[config.mk]
export PLATFORM = sky130hd
export DESIGN_NAME = rau_back
export DESIGN_NICKNAME = d
export VERILOG_FILES = /design/src/hw/rtl/rau_pkg.sv /design/src/hw/rtl/rau_back.sv
export SDC_FILE = /design/constraint.sdc
export NUM_CORES = 2
export LEC_CHECK = 0
export ABC_CLOCK_PERIOD_IN_PS = 21900
export BUFFER_PORTS_ARGS = -buffer_cell sky130_fd_sc_hd__buf_2
export CORE_AREA = 2 2 511 386
export DETAILED_ROUTE_END_ITERATION = 8
export DIE_AREA = 0 0 513 388
export PLACE_DENSITY = 0.62
export SLEW_MARGIN = 10
export SYNTH_ARGS = -nofsm -noshare
export SYNTH_HDL_FRONTEND = slang
export SYNTH_SLANG_ARGS = --single-unit
[constraint.sdc]
create_clock -name clk -period 21.9 [get_ports clk]
set_input_delay 1.095 -clock clk [delete_from_list [all_inputs] [get_ports clk]]
set_output_delay 1.095 -clock clk [all_outputs]
set_load 0.02 [all_outputs]
[src/hw/rtl/rau_pkg.sv]
// Package for the rational arithmetic unit: operation and status codes,
// the request kind passed from front to back, and default widths.
// No dependencies.
package rau_pkg;

    localparam int WORD_BITS_DEF = 32;
    localparam int MAG_BITS      = 64;

    localparam logic [2:0] OP_ADD = 3'd0;
    localparam logic [2:0] OP_SUB = 3'd1;
    localparam logic [2:0] OP_MUL = 3'd2;
    localparam logic [2:0] OP_DIV = 3'd3;
    localparam logic [2:0] OP_GT  = 3'd4;
    localparam logic [2:0] OP_EQ  = 3'd5;

    localparam logic [1:0] ST_OK       = 2'd0;
    localparam logic [1:0] ST_ZERO_DEN = 2'd1;
    localparam logic [1:0] ST_OVERFLOW = 2'd2;

    typedef enum logic [1:0] {
        K_ARITH,
        K_COMPARE,
        K_FIXED
    } kind_t;

endpackage

[src/hw/rtl/rau_back.sv]
// Back end of the rational arithmetic unit: cross products, sum, binary
// long division for gcd and reduction, range check and one result register.
// Depends on rau_pkg.
module rau_back #(
    parameter int WORD_BITS = rau_pkg::WORD_BITS_DEF
) (
    input  logic                 clk,
    input  logic                 rst_n,
    input  logic                 q_valid,
    output logic                 q_take,
    input  logic [2:0]           q_op,
    input  rau_pkg::kind_t       q_kind,
    input  logic [1:0]           q_status,
    input  logic [4*(WORD_BITS+1)-1:0] q_mags,
    input  logic [3:0]           q_negs,
    output logic                 empty,
    input  logic                 pop,
    output logic signed [31:0]   res_num,
    output logic [30:0]          res_den,
    output logic                 compare_true,
    output logic [1:0]           status
);
    import rau_pkg::*;

    localparam int MW = WORD_BITS + 1;
    localparam int CW = $clog2(MAG_BITS + 1);

    localparam logic [3:0] S_IDLE = 4'd0;
    localparam logic [3:0] S_MUL1 = 4'd1;
    localparam logic [3:0] S_MUL2 = 4'd2;
    localparam logic [3:0] S_MUL3 = 4'd3;
    localparam logic [3:0] S_SUM  = 4'd4;
    localparam logic [3:0] S_GCD  = 4'd5;
    localparam logic [3:0] S_DIVN = 4'd6;
    localparam logic [3:0] S_DIVD = 4'd7;
    localparam logic [3:0] S_FIN  = 4'd8;
    localparam logic [3:0] S_OUT  = 4'd9;
    localparam logic [3:0] S_DIV  = 4'd10;

    logic [3:0]  state_reg, state_next, ret_reg, ret_next;
    logic [2:0]  op_reg;
    logic [MW-1:0] m_reg [4];
    logic [3:0]  ng_reg;
    logic [MAG_BITS-1:0] p0_reg, p1_reg, pd_reg;
    logic        n0_reg, n1_reg, nd_reg;
    logic [MAG_BITS-1:0] gx_reg, gy_reg, g_reg;
    logic [MAG_BITS-1:0] dvd_reg, quo_reg, rem_reg, qn_reg;
    logic [CW-1:0] cnt_reg;
    logic        nn_reg;
    logic        full_reg;
    logic signed [31:0] rn_reg;
    logic [30:0] rd_reg;
    logic        ct_reg;
    logic [1:0]  st_reg;
    logic signed [31:0] res_num_reg;
    logic [30:0] res_den_reg;
    logic        res_cmp_reg;
    logic [1:0]  res_st_reg;

    logic [MW-1:0] fa, fb;
    logic [MAG_BITS-1:0] prod;
    logic [MAG_BITS:0]   trial;
    logic [MAG_BITS-1:0] rem_sh;
    logic        yneg;
    logic [MAG_BITS-1:0] sum_mag;
    logic        sum_neg;
    logic [MAG_BITS-1:0] lim;
    logic        rneg;

    assign empty = !full_reg;
    assign res_num = res_num_reg;
    assign res_den = res_den_reg;
    assign compare_true = res_cmp_reg;
    assign status = res_st_reg;
    assign q_take = (state_reg == S_IDLE) && q_valid;
    assign lim = (MAG_BITS'(1) << (WORD_BITS - 1)) - MAG_BITS'(1);

    always_comb
    begin
        fa = m_reg[0];
        fb = m_reg[3];
        case (state_reg)
            S_MUL1:  begin fa = m_reg[0]; fb = (op_reg == OP_MUL) ? m_reg[2] : m_reg[3]; end
            S_MUL2:  begin fa = m_reg[2]; fb = m_reg[1]; end
            S_MUL3:  begin fa = m_reg[1]; fb = (op_reg == OP_DIV) ? m_reg[2] : m_reg[3]; end
            default: begin fa = m_reg[0]; fb = m_reg[3]; end
        endcase
        prod   = MAG_BITS'(fa) * MAG_BITS'(fb);
        rem_sh = {rem_reg[MAG_BITS-2:0], dvd_reg[MAG_BITS-1]};
        trial  = {1'b0, rem_sh} - {1'b0, g_reg};
        yneg   = (op_reg == OP_ADD) ? n1_reg : !n1_reg;
        if (n0_reg == yneg)
        begin
            sum_mag = p0_reg + p1_reg;
            sum_neg = n0_reg;
        end
        else if (p0_reg >= p1_reg)
        begin
            sum_mag = p0_reg - p1_reg;
            sum_neg = n0_reg && (p0_reg != p1_reg);
        end
        else
        begin
            sum_mag = p1_reg - p0_reg;
            sum_neg = yneg;
        end
        rneg   = (qn_reg != '0) && (nn_reg != nd_reg);
        state_next = state_reg;
        ret_next   = ret_reg;
        case (state_reg)
            S_IDLE:  if (q_valid)
                         state_next = (q_kind == K_FIXED) ? S_OUT : S_MUL1;
            S_MUL1:  state_next = (op_reg == OP_MUL || op_reg == OP_DIV) ? S_MUL3 : S_MUL2;
            S_MUL2:  state_next = S_MUL3;
            S_MUL3:  state_next = S_SUM;
            S_SUM:   state_next = (op_reg == OP_GT || op_reg == OP_EQ) ? S_FIN : S_GCD;
            S_GCD:   begin
                         state_next = S_DIV;
                         ret_next   = (gy_reg == '0) ? S_DIVN : S_GCD;
                     end
            S_DIVN:  begin state_next = S_DIV; ret_next = S_DIVD; end
            S_DIVD:  state_next = S_FIN;
            S_DIV:   if (cnt_reg == CW'(1)) state_next = ret_reg;
            S_FIN:   state_next = S_OUT;
            S_OUT:   if (!full_reg) state_next = S_IDLE;
            default: state_next = S_IDLE;
        endcase
    end

    always_ff @(posedge clk or negedge rst_n)
    begin
        if (!rst_n)
        begin
            state_reg <= S_IDLE;
            ret_reg   <= S_IDLE;
            full_reg  <= 1'b0;
        end
        else
        begin
            state_reg <= state_next;
            ret_reg   <= ret_next;
            if (state_reg == S_OUT && !full_reg)
                full_reg <= 1'b1;
            else if (pop && full_reg)
                full_reg <= 1'b0;
        end
    end

    always_ff @(posedge clk)
    begin
        if (state_reg == S_OUT && !full_reg)
        begin
            res_num_reg <= rn_reg;
            res_den_reg <= rd_reg;
            res_cmp_reg <= ct_reg;
            res_st_reg  <= st_reg;
        end
    end

    always_ff @(posedge clk)
    begin
        case (state_reg)
            S_IDLE:
            begin
                op_reg <= q_op;
                for (int i = 0; i < 4; i++)
                    m_reg[i] <= q_mags[i*MW +: MW];
                ng_reg <= q_negs;
                st_reg <= q_status;
                rn_reg <= '0;
                rd_reg <= '0;
                ct_reg <= 1'b0;
            end
            S_MUL1:
            begin
                p0_reg <= prod;
                n0_reg <= (prod != '0) &&
                          (ng_reg[0] != ((op_reg == OP_MUL) ? ng_reg[2] : ng_reg[3]));
                p1_reg <= '0;
                n1_reg <= 1'b0;
            end
            S_MUL2:
            begin
                p1_reg <= prod;
                n1_reg <= (prod != '0) && (ng_reg[2] != ng_reg[1]);
            end
            S_MUL3:
            begin
                pd_reg <= prod;
                nd_reg <= (prod != '0) &&
                          (ng_reg[1] != ((op_reg == OP_DIV) ? ng_reg[2] : ng_reg[3]));
            end
            S_SUM:
            begin
                gx_reg <= sum_mag;
                p0_reg <= sum_mag;
                nn_reg <= sum_neg;
                gy_reg <= pd_reg;
            end
            S_GCD:
            begin
                if (gy_reg == '0)
                begin
                    g_reg   <= gx_reg;
                    dvd_reg <= p0_reg;
                end
                else
                begin
                    g_reg   <= gy_reg;
                    dvd_reg <= gx_reg;
                    gx_reg  <= gy_reg;
                end
                rem_reg <= '0;
                quo_reg <= '0;
                cnt_reg <= CW'(MAG_BITS);
            end
            S_DIVN:
            begin
                qn_reg  <= quo_reg;
                dvd_reg <= pd_reg;
                rem_reg <= '0;
                quo_reg <= '0;
                cnt_reg <= CW'(MAG_BITS);
            end
            S_DIVD:
            begin
                pd_reg  <= quo_reg;
            end
            S_DIV:
            begin
                dvd_reg <= {dvd_reg[MAG_BITS-2:0], 1'b0};
                cnt_reg <= cnt_reg - CW'(1);
                if (!trial[MAG_BITS])
                begin
                    rem_reg <= trial[MAG_BITS-1:0];
                    quo_reg <= {quo_reg[MAG_BITS-2:0], 1'b1};
                end
                else
                begin
                    rem_reg <= rem_sh;
                    quo_reg <= {quo_reg[MAG_BITS-2:0], 1'b0};
                end
                if (cnt_reg == CW'(1) && ret_reg == S_GCD)
                begin
                    gy_reg <= trial[MAG_BITS] ? rem_sh : trial[MAG_BITS-1:0];
                end
            end
            S_FIN:
            begin
                if (op_reg == OP_GT || op_reg == OP_EQ)
                begin
                    ct_reg <= (op_reg == OP_EQ) ? (p0_reg == '0)
                                                : ((p0_reg != '0) && (nn_reg == nd_reg));
                end
                else if (pd_reg > lim || (rneg ? (qn_reg > lim + MAG_BITS'(1))
                                               : (qn_reg > lim)))
                    st_reg <= ST_OVERFLOW;
                else
                begin
                    rn_reg <= 32'(signed'(WORD_BITS'(rneg ? (MAG_BITS'(0) - qn_reg)
                                                          : qn_reg)));
                    rd_reg <= 31'(pd_reg);
                end
            end
            default: ;
        endcase
    end

endmodule

==> flow_metrics.env <==
export IMPL_numCtsBuffers=96
export IMPL_cpLargestDelayFamily="adder cells"
export IMPL_cp_slowest_cell="a21o_1"
export IMPL_drtAntennaViolNets=0
export IMPL_drv_slew=0
export IMPL_synth_top_area_share_pct=31.77
export IMPL_path_max_fanout=82
export IMPL_yosys_register_bits=929
export IMPL_area_delta_synth_final_pct=8.199
export IMPL_cts_setup_buffers=0
export IMPL_cts_buffer_depth=3
export IMPL_finClkSkew_ns=0.07450
export IMPL_cp_start_kind="register"
export IMPL_hold_class="in -> async"
export IMPL_slew_headroom_pct=9.794
export IMPL_vias=69930
export IMPL_layout_common_cells="inv_1 (1316), nand2_1 (1069), nor2_1 (1030)"
export IMPL_viasPerCell=5.941
export IMPL_hpwl_mm=255.4
export IMPL_drive_gt1_share_pct=6.709
export IMPL_rsz0062_at_grt="no"
export IMPL_grt_pass1_wl_mm=476.1
export IMPL_synth_largest_area_cell="edfxtp_1"
export IMPL_crit_arrival_ns=13.52
export IMPL_post_cts_resize_count=0
export IMPL_max_stage_delay_ns=0.80
export IMPL_synth_edf_count=921
export IMPL_synth_net_count=10760
export IMPL_layout_commonest_cell="inv_1"
export IMPL_rows=140
export IMPL_die_area_mm2=0.1990
export IMPL_hold_viol_final=0
export IMPL_grt_max_degree=130
export IMPL_synth_area_per_cell_um2=9.515
export IMPL_period_share_pct=59.26
export IMPL_crit_buf_inv=7
export IMPL_cp_num_cells=32
export IMPL_cts_tree="yes"
export IMPL_maxCapViolations=0
export IMPL_hold_buffers=0
export IMPL_syn_cell_area_mm2=0.08704
export IMPL_drt_iter0_drc=8016
export IMPL_syn_inst=9148
export IMPL_largest_register_ffs=132
export IMPL_synth_cell_types=98
export IMPL_first_pass_iters=6
export IMPL_die_y_um=388
export IMPL_numClockSinks=929
export IMPL_synthTopCellsByArea="edfxtp_1 (32%), fa_1 (22%), ha_1 (7.3%)"
export IMPL_drt_total_wl_mm=325.6
export IMPL_path_clk_slew_ns=0.07
export IMPL_setup_viol=0
export IMPL_yosys_warnings=0
export IMPL_setup_tns_ns=0
export IMPL_wl_per_cell_um=27.66
export IMPL_synthArstFlopShare_pct=0.8611
export IMPL_antenna_found_initial=10
export IMPL_final_nets=10750
export IMPL_end_kind="register"
export IMPL_worst_slew_pin_slew_ns=1.339
export IMPL_cts_root_buffer="clkbuf_16"
export IMPL_cpMostUsedCell="fa_1"
export IMPL_synth_flop_cell="edfxtp_1"
export IMPL_synth_seq_area_share_pct=32.00
export IMPL_rr_worst_depth=32
export IMPL_core_mm2=0.1936
export IMPL_crit_type="reg -> reg"
export IMPL_portBuffers=214
export IMPL_gr_total_overflow=0
export IMPL_critical_path_required_ns=22.44
export IMPL_cts_htree_levels=3
export IMPL_grtUsageTotal_pct=32.48
export IMPL_period_needed_ns=12.98
export IMPL_pin_count=215
export IMPL_place_gp_congestion=0.9867
export IMPL_fmax_mhz=77.05
export IMPL_die_w_um=513
export IMPL_status="complete, no violations"
export IMPL_initial_core_util_pct=44.97
export IMPL_drcViolationCount=0
export IMPL_worst_hold_slack_ns=0.1666
export IMPL_grt_pass1_vias=69680
export IMPL_clk_latency_ns=0.78
area by class of cell:
cell class | count | area [µm²]
antenna | 4 | 10.01
clock buffer | 111 | 2459
clock inverter | 66 | 795.8
fill | 18200 | 99380
inverter | 1320 | 4965
multi-input combinational | 6429 | 52730
sequential | 929 | 27860
tap | 2556 | 3198
timing repair buffer | 356 | 2162
kinds of logic (layout without fill, tap and decap cells):
family	count (synthesis)	in the layout	synth area share (%)
AND/OR/NAND/NOR	2797	2797	13.93
AO/OA/AOI/OAI	1791	1791	12.91
buffers and inverters	1790	1853	7.781
adder cells (fa/ha/maj)	1468	1468	29.39
flip-flops	929	929	32.00
XOR/XNOR	214	214	2.153
multiplexers	159	159	1.837
other	0	4	0
Yosys cell counts (39+ instances only):
master,instances
nand3_1,74
nor2_1,1038
a22oi_1,95
nor3_1,88
clkbuf_1,418
edfxtp_1,921
a211oi_1,83
o21a_1,41
and2_1,116
ha_1,507
and3_1,65
a21oi_1,544
nand4_1,84
mux2i_1,153
o31ai_1,39
fa_1,961
a21o_1,213
o21bai_1,97
nor4_1,84
inv_1,1319
o21ai_0,426
xor2_1,71
nand2_1,1074
xnor2_1,143
metrics by stage:
step / util (%) / instances / instance area [µm²] / worst slack, ns
3_3_place_gp: 46.97 / 11590 / 90910 / 9.128
6_report: 48.66 / 11770 / 94180 / 8.922
4_1_cts: 48.65 / 11770 / 94170 / 8.967
3_5_place_dp: 46.97 / 11590 / 90920 / 8.980
5_1_grt: 48.65 / 11770 / 94170 / 8.376
2_1_floorplan: - / 9148 / 87040 / 11.55
worst paths after layout:
check / startpoint / to / slack, ns
worst min register to register: rn_reg[20]$_SDFFCE_PN0P_ / res_num[20]$_DFFE_PP_ / 0.39
max in group asynchronous: rst_n / state_reg[0]$_DFFE_PN0P_ / 21.48
worst max register to register: state_reg[3]$_DFFE_PN0P_ / n1_reg$_DFFE_PP_ / 8.92
worst max-delay path: state_reg[3]$_DFFE_PN0P_ / n1_reg$_DFFE_PP_ / 8.92
worst min-delay path: rst_n / ret_reg[0]$_DFFE_PN0P_ / 0.17
min in group clk: rn_reg[20]$_SDFFCE_PN0P_ / res_num[20]$_DFFE_PP_ / 0.39
worst reg2reg max path: cells and delay by family (launching register included):
family          cells  cell delay [ns]
compound gates      7             3.51
fa+ha+maj           9             4.58
buf+inv             7             1.03
flops               1             0.52
simple gates        9             3.12
layer usage:
layer	wire length [µm]	vias up	share of wire (%)	global-route usage, %
li1	-	30420	-	-
met1	145100	35310	45	48.06
met2	133500	3655	41	46.20
met3	33790	544	10	7.729
met4	13140	4	4.0	11.43
met5	26	-	0.0080	0
Power is left out: the tool's default activity adds up to more than one toggle a clock period on the data nets, which glitch-free logic cannot reach.
