[config.mk]
export PLATFORM = sky130hd
export DESIGN_NAME = rau_front
export DESIGN_NICKNAME = d
export VERILOG_FILES = /design/src/hw/rtl/rau_pkg.sv /design/src/hw/rtl/rau_front.sv
export SDC_FILE = /design/constraint.sdc
export NUM_CORES = 1
export LEC_CHECK = 0
export BUFFER_PORTS_ARGS = -buffer_cell sky130_fd_sc_hd__buf_2
export CORE_ASPECT_RATIO = 1.5
export CORE_UTILIZATION = 24
export DETAILED_ROUTE_END_ITERATION = 8
export PLACE_DENSITY_LB_ADDON = 0.15
export SYNTH_ARGS = -nofsm -noshare
export SYNTH_HDL_FRONTEND = slang
export SYNTH_SLANG_ARGS = --single-unit
export TNS_END_PERCENT = 100
[constraint.sdc]
create_clock -name clk -period 10.79 [get_ports clk]
set_input_delay 2.158 -clock clk [delete_from_list [all_inputs] [get_ports clk]]
set_output_delay 2.158 -clock clk [all_outputs]
set_load 0.01 [all_outputs]
[src/hw/rtl/rau_pkg.sv]
// Package for the rational arithmetic unit: operation and status codes,
// the request kind passed from front to back, and default widths.
// No dependencies.
package rau_pkg;

    localparam int WORD_BITS_DEF = 32;
    localparam int MAG_BITS      = 64;

    localparam logic [2:0] OP_ADD = 3'd0;
    localparam logic [2:0] OP_SUB = 3'd1;
    localparam logic [2:0] OP_MUL = 3'd2;
    localparam logic [2:0] OP_DIV = 3'd3;
    localparam logic [2:0] OP_GT  = 3'd4;
    localparam logic [2:0] OP_EQ  = 3'd5;

    localparam logic [1:0] ST_OK       = 2'd0;
    localparam logic [1:0] ST_ZERO_DEN = 2'd1;
    localparam logic [1:0] ST_OVERFLOW = 2'd2;

    typedef enum logic [1:0] {
        K_ARITH,
        K_COMPARE,
        K_FIXED
    } kind_t;

endpackage

[src/hw/rtl/rau_front.sv]
// Front end of the rational arithmetic unit: accepts a request, unpacks the
// operands to sign-magnitude and screens the special cases.
// Depends on rau_pkg.
module rau_front #(
    parameter int WORD_BITS = rau_pkg::WORD_BITS_DEF
) (
    input  logic                 clk,
    input  logic                 rst_n,
    input  logic                 push,
    output logic                 full,
    input  logic [2:0]           operation,
    input  logic signed [31:0]   a_num,
    input  logic signed [31:0]   a_den,
    input  logic signed [31:0]   b_num,
    input  logic signed [31:0]   b_den,
    output logic                 q_valid,
    input  logic                 q_take,
    output logic [2:0]           q_op,
    output rau_pkg::kind_t       q_kind,
    output logic [1:0]           q_status,
    output logic [4*(WORD_BITS+1)-1:0] q_mags,
    output logic [3:0]           q_negs
);
    import rau_pkg::*;

    localparam int MW = WORD_BITS + 1;
    localparam int DEPTH = 2;

    logic [MW-1:0] mag [4];
    logic [3:0]    neg;
    logic [WORD_BITS-1:0] raw [4];
    kind_t         kind;
    logic [1:0]    st;

    logic [2:0]    op_mem [DEPTH];
    kind_t         kind_mem [DEPTH];
    logic [1:0]    st_mem [DEPTH];
    logic [4*MW-1:0] mag_mem [DEPTH];
    logic [3:0]    neg_mem [DEPTH];
    logic          wr_reg, wr_next, rd_reg, rd_next;
    logic [1:0]    cnt_reg, cnt_next;
    logic          acc;

    assign raw[0] = a_num[WORD_BITS-1:0];
    assign raw[1] = a_den[WORD_BITS-1:0];
    assign raw[2] = b_num[WORD_BITS-1:0];
    assign raw[3] = b_den[WORD_BITS-1:0];

    always_comb
    begin
        for (int i = 0; i < 4; i++)
        begin
            neg[i] = raw[i][WORD_BITS-1];
            mag[i] = neg[i] ? ((MW'(1) << WORD_BITS) - {1'b0, raw[i]})
                            : {1'b0, raw[i]};
        end
        st   = ST_OK;
        kind = K_ARITH;
        if (operation > OP_EQ)
            kind = K_FIXED;
        else if (mag[1] == '0 || mag[3] == '0 || (operation == OP_DIV && mag[2] == '0))
        begin
            kind = K_FIXED;
            st   = ST_ZERO_DEN;
        end
        else if (operation == OP_GT || operation == OP_EQ)
            kind = K_COMPARE;
    end

    assign full = (cnt_reg == 2'(DEPTH));
    assign acc  = push && !full;
    assign q_valid = (cnt_reg != 2'd0);

    always_comb
    begin
        wr_next  = acc ? !wr_reg : wr_reg;
        rd_next  = (q_take && q_valid) ? !rd_reg : rd_reg;
        cnt_next = cnt_reg + 2'(acc) - 2'(q_take && q_valid);
    end

    always_ff @(posedge clk or negedge rst_n)
    begin
        if (!rst_n)
        begin
            wr_reg  <= 1'b0;
            rd_reg  <= 1'b0;
            cnt_reg <= 2'd0;
        end
        else
        begin
            wr_reg  <= wr_next;
            rd_reg  <= rd_next;
            cnt_reg <= cnt_next;
        end
    end

    always_ff @(posedge clk)
    begin
        if (acc)
        begin
            op_mem[wr_reg]   <= operation;
            kind_mem[wr_reg] <= kind;
            st_mem[wr_reg]   <= st;
            mag_mem[wr_reg]  <= {mag[3], mag[2], mag[1], mag[0]};
            neg_mem[wr_reg]  <= neg;
        end
    end

    assign q_op     = op_mem[rd_reg];
    assign q_kind   = kind_mem[rd_reg];
    assign q_status = st_mem[rd_reg];
    assign q_mags   = mag_mem[rd_reg];
    assign q_negs   = neg_mem[rd_reg];

endmodule

==> results of run 1 <==
## cell families (layout without fill, tap and decap cells)
kind of cell | Yosys count | in the layout | synth area share [%]
flops | 288 | 288 | 61.2
mux | 146 | 146 | 11.7
compound gates | 142 | 142 | 7.21
fa+ha+maj | 7 | 7 | 0.622
buf+inv | 78 | 365 | 2.14
xor+xnor | 121 | 121 | 7.52
other cells | 1 | 11 | 0.0266
simple gates | 234 | 234 | 9.58
## critical path: cells and delay by family
kind,cells,cell delay (ns)
buffers and inverters,2,0.21
AO/OA/AOI/OAI,2,0.41
AND/OR/NAND/NOR,5,2.32
multiplexers,1,0.25
adder cells (fa/ha/maj),1,0.18
## power by group
| group | internal, mW | total, mW | switching (mW) |
|---|---|---|---|
| logic | 0.509 | 1.21 | 0.706 |
| clock network | 0.695 | 1.16 | 0.460 |
| registers | 1.56 | 1.64 | 0.0816 |
## area by class of cell
class	count	area, sq um	share of cell area, %
Tap cell	770	963	5.53
Timing Repair Buffer	284	1440	8.24
Clock inverter	16	155	0.890
Inverter	21	78.8	0.452
Multi-Input combinational cell	659	5200	29.9
Sequential cell	288	8630	49.5
Clock buffer	44	952	5.46
Antenna cell	2	5.00	0.0287
## metrics by stage
step                      hold slack (ns)  power, mW  setup WS (ns)  instances  instance area (sq um)
after floorplan                     0.461       2.42           2.00       1025                  14100
after global placement              0.500       2.93           4.97       2022                  16300
after detailed placement            0.528       2.94           4.86       2022                  16300
after CTS                           0.543       4.13           5.44       2082                  17400
after global routing                0.543       4.24           5.16       2084                  17400
final                               0.530       4.01           5.48       2084                  17400
## metal layers
layer	wire [um]	global-route usage, %
met5	19	0
met4	1040	4.63
met3	1920	2.74
met2	20200	23.1
met1	16800	15.9
## synthesized netlist by cell type (3+ instances only)
cell       number
nand3b_1        5
ha_1            7
clkbuf_1       51
or4_1          19
or3_1          16
nand4_1         6
o21ai_0        44
edfxtp_1      284
a2111oi_0       3
or2_2          12
nand2b_1       14
o31ai_1        34
a21oi_1         7
nor4b_1         3
and3_1          3
nand4b_1        6
buf_1           3
nor2_1         28
inv_1          21
a32oi_1         5
o32a_1          3
xnor2_1       116
mux2_2        145
nand2_1        52
xor2_1          5
nor3_1         18
o31a_1          3
o41ai_1        21
nand3_1        11
dfrtp_1         4
nor4_1         21
## worst max-delay path by stage
stage,startpoint,endpoint,slack [ns]
CTS,b_num[0],kind_mem[0][0],5.44
finish,b_num[0],kind_mem[1][0],5.48
floorplan,push,kind_mem[0][0],2.00
detailed placement,b_num[0],kind_mem[1][0],4.86
global placement,b_num[0],kind_mem[0][0],4.97
global route,b_num[0],kind_mem[1][0],5.16
==> impl_metrics.py, run 1 <==
metrics = {
    "status": {
        "status": "finished clean",
    },
    "yosys": {
        "ys_top_cells_by_area": "edfxtp_1 61%, mux2_2 12%, xnor2_1 7.2%",
        "synth_ff_type": "edfxtp_1",
        "async_flop_share_pct": 1.39,
        "ys_types": 67,
        "ys_seq_area_share_pct": 61.2,
        "ys_warn_count": 0,
        "synth_top_area_share_pct": 60.5,
        "yosysTopAreaCell": "edfxtp_1",
        "synth_edf_count": 284,
        "syn_area_per_cell_sq_um": 13.9,
        "syn_area_sq_mm": 0.0141,
        "synth-seq-cells": 288,
        "synthCells": 1017,
    },
    "global_routing": {
        "grt_pass1_vias": 9653,
        "grt_max_degree": 73,
        "track_usage_pct": 13.2,
        "overflow": 0,
        "grt_pass1_wl_um": 59500,
        "antenna_found_initial": 5,
    },
    "sta": {
        "slew_violations": 0,
        "skew_ns": 0.0145,
        "finalSetupTns_ns": 0,
        "tightest_slew_ns": 1.16,
        "period_needed_ns": 5.31,
        "timing.slew.headroom_pct": 22.9,
        "rsz0062_at_grt": "no",
        "final.period_utilization_pct": 49.2,
        "finalSetupViolCount": 0,
        "fmax_ghz": 0.188,
        "finalHoldViolCount": 0,
    },
    "clock_tree": {
        "clock-root-buffer": "clkbuf_16",
        "cts_made_buffers": 34,
        "cts_resized": 0,
        "cts_tree": "built",
        "h-tree-depth": 2,
        "cts_sinks": 288,
        "clk_path_buf_depth": 3,
        "clock_latency_ns": 0.53,
        "clk_pin_slew_worst_paths_ns": 0.06,
        "post_cts_buffers": 0,
        "ctsHoldBuffers": 0,
    },
    "setup_path": {
        "worst_setup_path_start_kind": "primary input",
        "path_class": "primary input to register",
        "crit_chain": "buf_2 -> inv_1 -> ha_1 -> nor4b_2 -> nand4_1 -> or4_1 -> mux2_2 -> a32oi_1 -> a2111o_1 -> nor4_1 -> nor4_1",
        "ff2ff_setup_slack_ns": 8.22,
        "r2r.worst_path.cells": 4,
        "max_stage_delay_ns": 0.77,
        "critical_path_arrival_ns": 5.53,
        "crit_top_cell": "nor4_1",
        "crit_path_end_kind": "register",
        "crit_path_top_delay_cell": "nor4_1",
        "crit_required_ns": 11.02,
        "crit_fanout": 6,
        "rr_endpoint": "op_mem[0][0]",
        "rr_startpoint": "cnt_reg[1]",
    },
    "hold_path": {
        "hold_path.startpoint": "cnt_reg[0]",
        "min_path_cells": 1,
        "holdPathEnd": "cnt_reg[0]",
        "min-delay-path-class": "register to register",
    },
    "die": {
        "top_level_ports": 280,
        "die_w_um": 200,
        "placeableCoreArea_sq_mm": 0.0580,
        "row_count": 108,
        "die_h_um": 299,
        "dieArea_sq_mm": 0.0597,
        "initial_core_util_pct": 24.3,
    },
    "place": {
        "io_buffers": 278,
        "place_hpwl_um": 28100,
        "place_congestion": 0.760,
    },
    "layout": {
        "mostFrequentLayoutCell": "edfxtp_1",
        "top_regs": "mag_mem x264, neg_mem x8, op_mem x6",
        "regMostFlops": "mag_mem",
        "finish.utilization_pct": 30.1,
        "drive_gt1_share_pct": 38.0,
        "largest_register_ffs": 264,
        "nNetsFinal": 1430,
        "fillerInstances": 5938,
        "final_cell_mix": "284 x edfxtp_1, 278 x buf_2, 145 x mux2_2",
        "area_growth_pct": 23.7,
    },
    "routing": {
        "drc_errors": 0,
        "drtIter0Drc": 315,
        "ant_nets": 0,
        "vias_per_cell": 4.50,
        "vias": 9377,
        "routed_wirelength_um": 39900,
        "drt_pass1_iterations": 4,
        "wl_per_cell_um": 19.2,
    },
    "power_and_ir_drop": {
        "p_per_area_mw_per_mm2": 230,
        "leakagePower_nw": 5.96,
        "ir_drop_mv": 0.121,
    },
    "run": {
        "maxCapViolCount": 0,
    },
}
Note: power is estimated with default switching activity, not from simulation.
==> inputs of run 2 (changes only) <==
clock period = 5.3 ns   (was 10.79 ns; I/O delays follow)
==> impl_metrics.py, run 2 (synthesis gave the netlist of run 1 again) <==
metrics = {
    "routing": {
        "vias": 9486,
        "drtIter0Drc": 377,
        "routed_wirelength_um": 39600,
        "drt_pass1_iterations": 4,
        "vias_per_cell": 4.54,
        "wl_per_cell_um": 19.0,
        "ant_nets": 0,
        "drc_errors": 0,
    },
    "sta": {
        "timing.slew.headroom_pct": 34.9,
        "tightest_slew_ns": 0.977,
        "rsz0062_at_grt": "no",
        "fin_ws_ns": 1.26,
        "final.period_utilization_pct": 76.2,
        "skew_ns": 0.0223,
        "finalHoldViolCount": 0,
        "period_needed_ns": 4.04,
        "finalSetupTns_ns": 0,
        "slew_violations": 0,
        "finalSetupViolCount": 0,
        "fmax_ghz": 0.248,
    },
    "setup_path": {
        "crit_path_top_delay_cell": "or4_1",
        "crit_end": "kind_mem[0][1]",
        "crit_required_ns": 5.55,
        "crit_fanout": 8,
        "rr_endpoint": "st_mem[1][0]",
        "crit_top_cell": "or4_1",
        "max_stage_delay_ns": 0.73,
        "crit_buf_inv": 1,
        "crit_cells": 9,
        "cp_top_family": "simple AND/OR/NAND/NOR gates",
        "worst_setup_path_start_kind": "primary input",
        "path_class": "primary input to register",
        "crit_chain": "buf_2 -> or4_1 -> or4_1 -> o41ai_1 -> xnor2_1 -> nor4_1 -> and3b_1 -> and4_4 -> or4b_4",
        "rr_startpoint": "cnt_reg[1]",
        "critical_path_arrival_ns": 4.29,
        "crit_path_end_kind": "register",
        "ff2ff_setup_slack_ns": 3.24,
        "critPathLaunch": "a_den[3]",
        "r2r.worst_path.cells": 3,
    },
    "clock_tree": {
        "cts_tree": "built",
        "cts_made_buffers": 34,
        "clock_latency_ns": 0.53,
        "clk_pin_slew_worst_paths_ns": 0.06,
        "h-tree-depth": 2,
        "post_cts_buffers": 0,
        "clk_path_buf_depth": 3,
        "ctsHoldBuffers": 0,
        "clock-root-buffer": "clkbuf_16",
        "cts_resized": 0,
        "cts_sinks": 288,
    },
    "die": {
        "top_level_ports": 280,
        "die_h_um": 299,
        "dieArea_sq_mm": 0.0597,
        "row_count": 108,
        "die_w_um": 200,
        "initial_core_util_pct": 24.3,
        "placeableCoreArea_sq_mm": 0.0580,
    },
    "run": {
        "maxCapViolCount": 0,
    },
    "place": {
        "place_inst": 2028,
        "place_hpwl_um": 27700,
        "place_congestion": 0.799,
        "io_buffers": 278,
        "dp_slack_ns": 0.681,
    },
    "power_and_ir_drop": {
        "p_total_mw": 8.18,
        "p_per_area_mw_per_mm2": 467,
        "leakagePower_nw": 6.00,
        "ir_drop_mv": 0.311,
    },
    "global_routing": {
        "grt_pass1_vias": 9780,
        "antenna_found_initial": 3,
        "grt_use_met3_pct": 3.06,
        "grt_use_met1_pct": 15.7,
        "grt.met2_usage_pct": 23.0,
        "track_usage_pct": 13.3,
        "overflow": 0,
        "top_usage_layer": "met2",
        "grt_max_degree": 144,
        "grt_pass1_wl_um": 60000,
    },
    "hold_path": {
        "min-delay-path-class": "primary input to asynchronous set/reset pin",
    },
    "layout": {
        "largest_register_ffs": 264,
        "regMostFlops": "mag_mem",
        "stdcell_count": 2090,
        "mostFrequentLayoutCell": "edfxtp_1",
        "top_regs": "mag_mem x264, neg_mem x8, op_mem x6",
        "drive_gt1_share_pct": 38.6,
        "final_cell_mix": "284 x edfxtp_1, 278 x buf_2, 145 x mux2_2",
        "nNetsFinal": 1436,
        "area_growth_pct": 24.3,
        "finish.utilization_pct": 30.2,
    },
    "status": {
        "status": "finished clean",
    },
}
-- run 2: cell types whose count changed in the layout (fill, tap and decap cells not counted), sizes merged --
cell,change
buf,+6
clkbuf,-6
clkinvlp,+4
clkinv,+3
inv,-1
-- run 2: how the worst min path moves through the flow --
stage	from	endpoint	slack (ns)	depth (start not counted)
6_report	rst_n	wr_reg	0.33	1
5_1_grt	rst_n	rd_reg	0.30	1
4_1_cts	rst_n	cnt_reg[1]	0.29	1
3_5_place_dp	cnt_reg[0]	cnt_reg[0]	0.52	1
3_3_place_gp	cnt_reg[0]	cnt_reg[0]	0.50	1
2_1_floorplan	wr_reg	wr_reg	0.48	1
-- run 2: worst reg2reg max path, stage by stage, from the launching register on --
cell      delay [ns]
dfrtp_1         0.40
nand2b_1        0.13
and3_4          0.60
buf_4           0.54
-- run 2: cell type report --
cell class              instances  area [sq um]
multi-input cells             659          5200
well taps                     770           963
clock buffers                  38           930
clock inverters                22           189
inverters                      21          78.8
diodes                          2          5.00
fillers                      5947         40500
flip-flops and latches        288          8630
repair buffers                290          1520
-- run 2: per-stage QoR --
stage | hold slack, ns | area [sq um]
finish | 0.329 | 17500
global route | 0.303 | 17500
CTS | 0.286 | 17500
detailed placement | 0.522 | 16400
global placement | 0.503 | 16400
floorplan | 0.479 | 14100
-- run 2: per-layer routing --
layer / part of all wire (%) / routed length (um) / up-vias
met1: 41 / 16200 / 4702
li1: - / - / 4489
met5: 0 / 0 / -
met3: 5.7 / 2270 / 55
met4: 3.0 / 1190 / 0
met2: 50 / 20000 / 240
-- run 2: where the power goes --
part	internal, mW	switching (mW)
Sequential	3.16	0.0983
Clock	1.41	0.945
Combinational	1.06	1.51
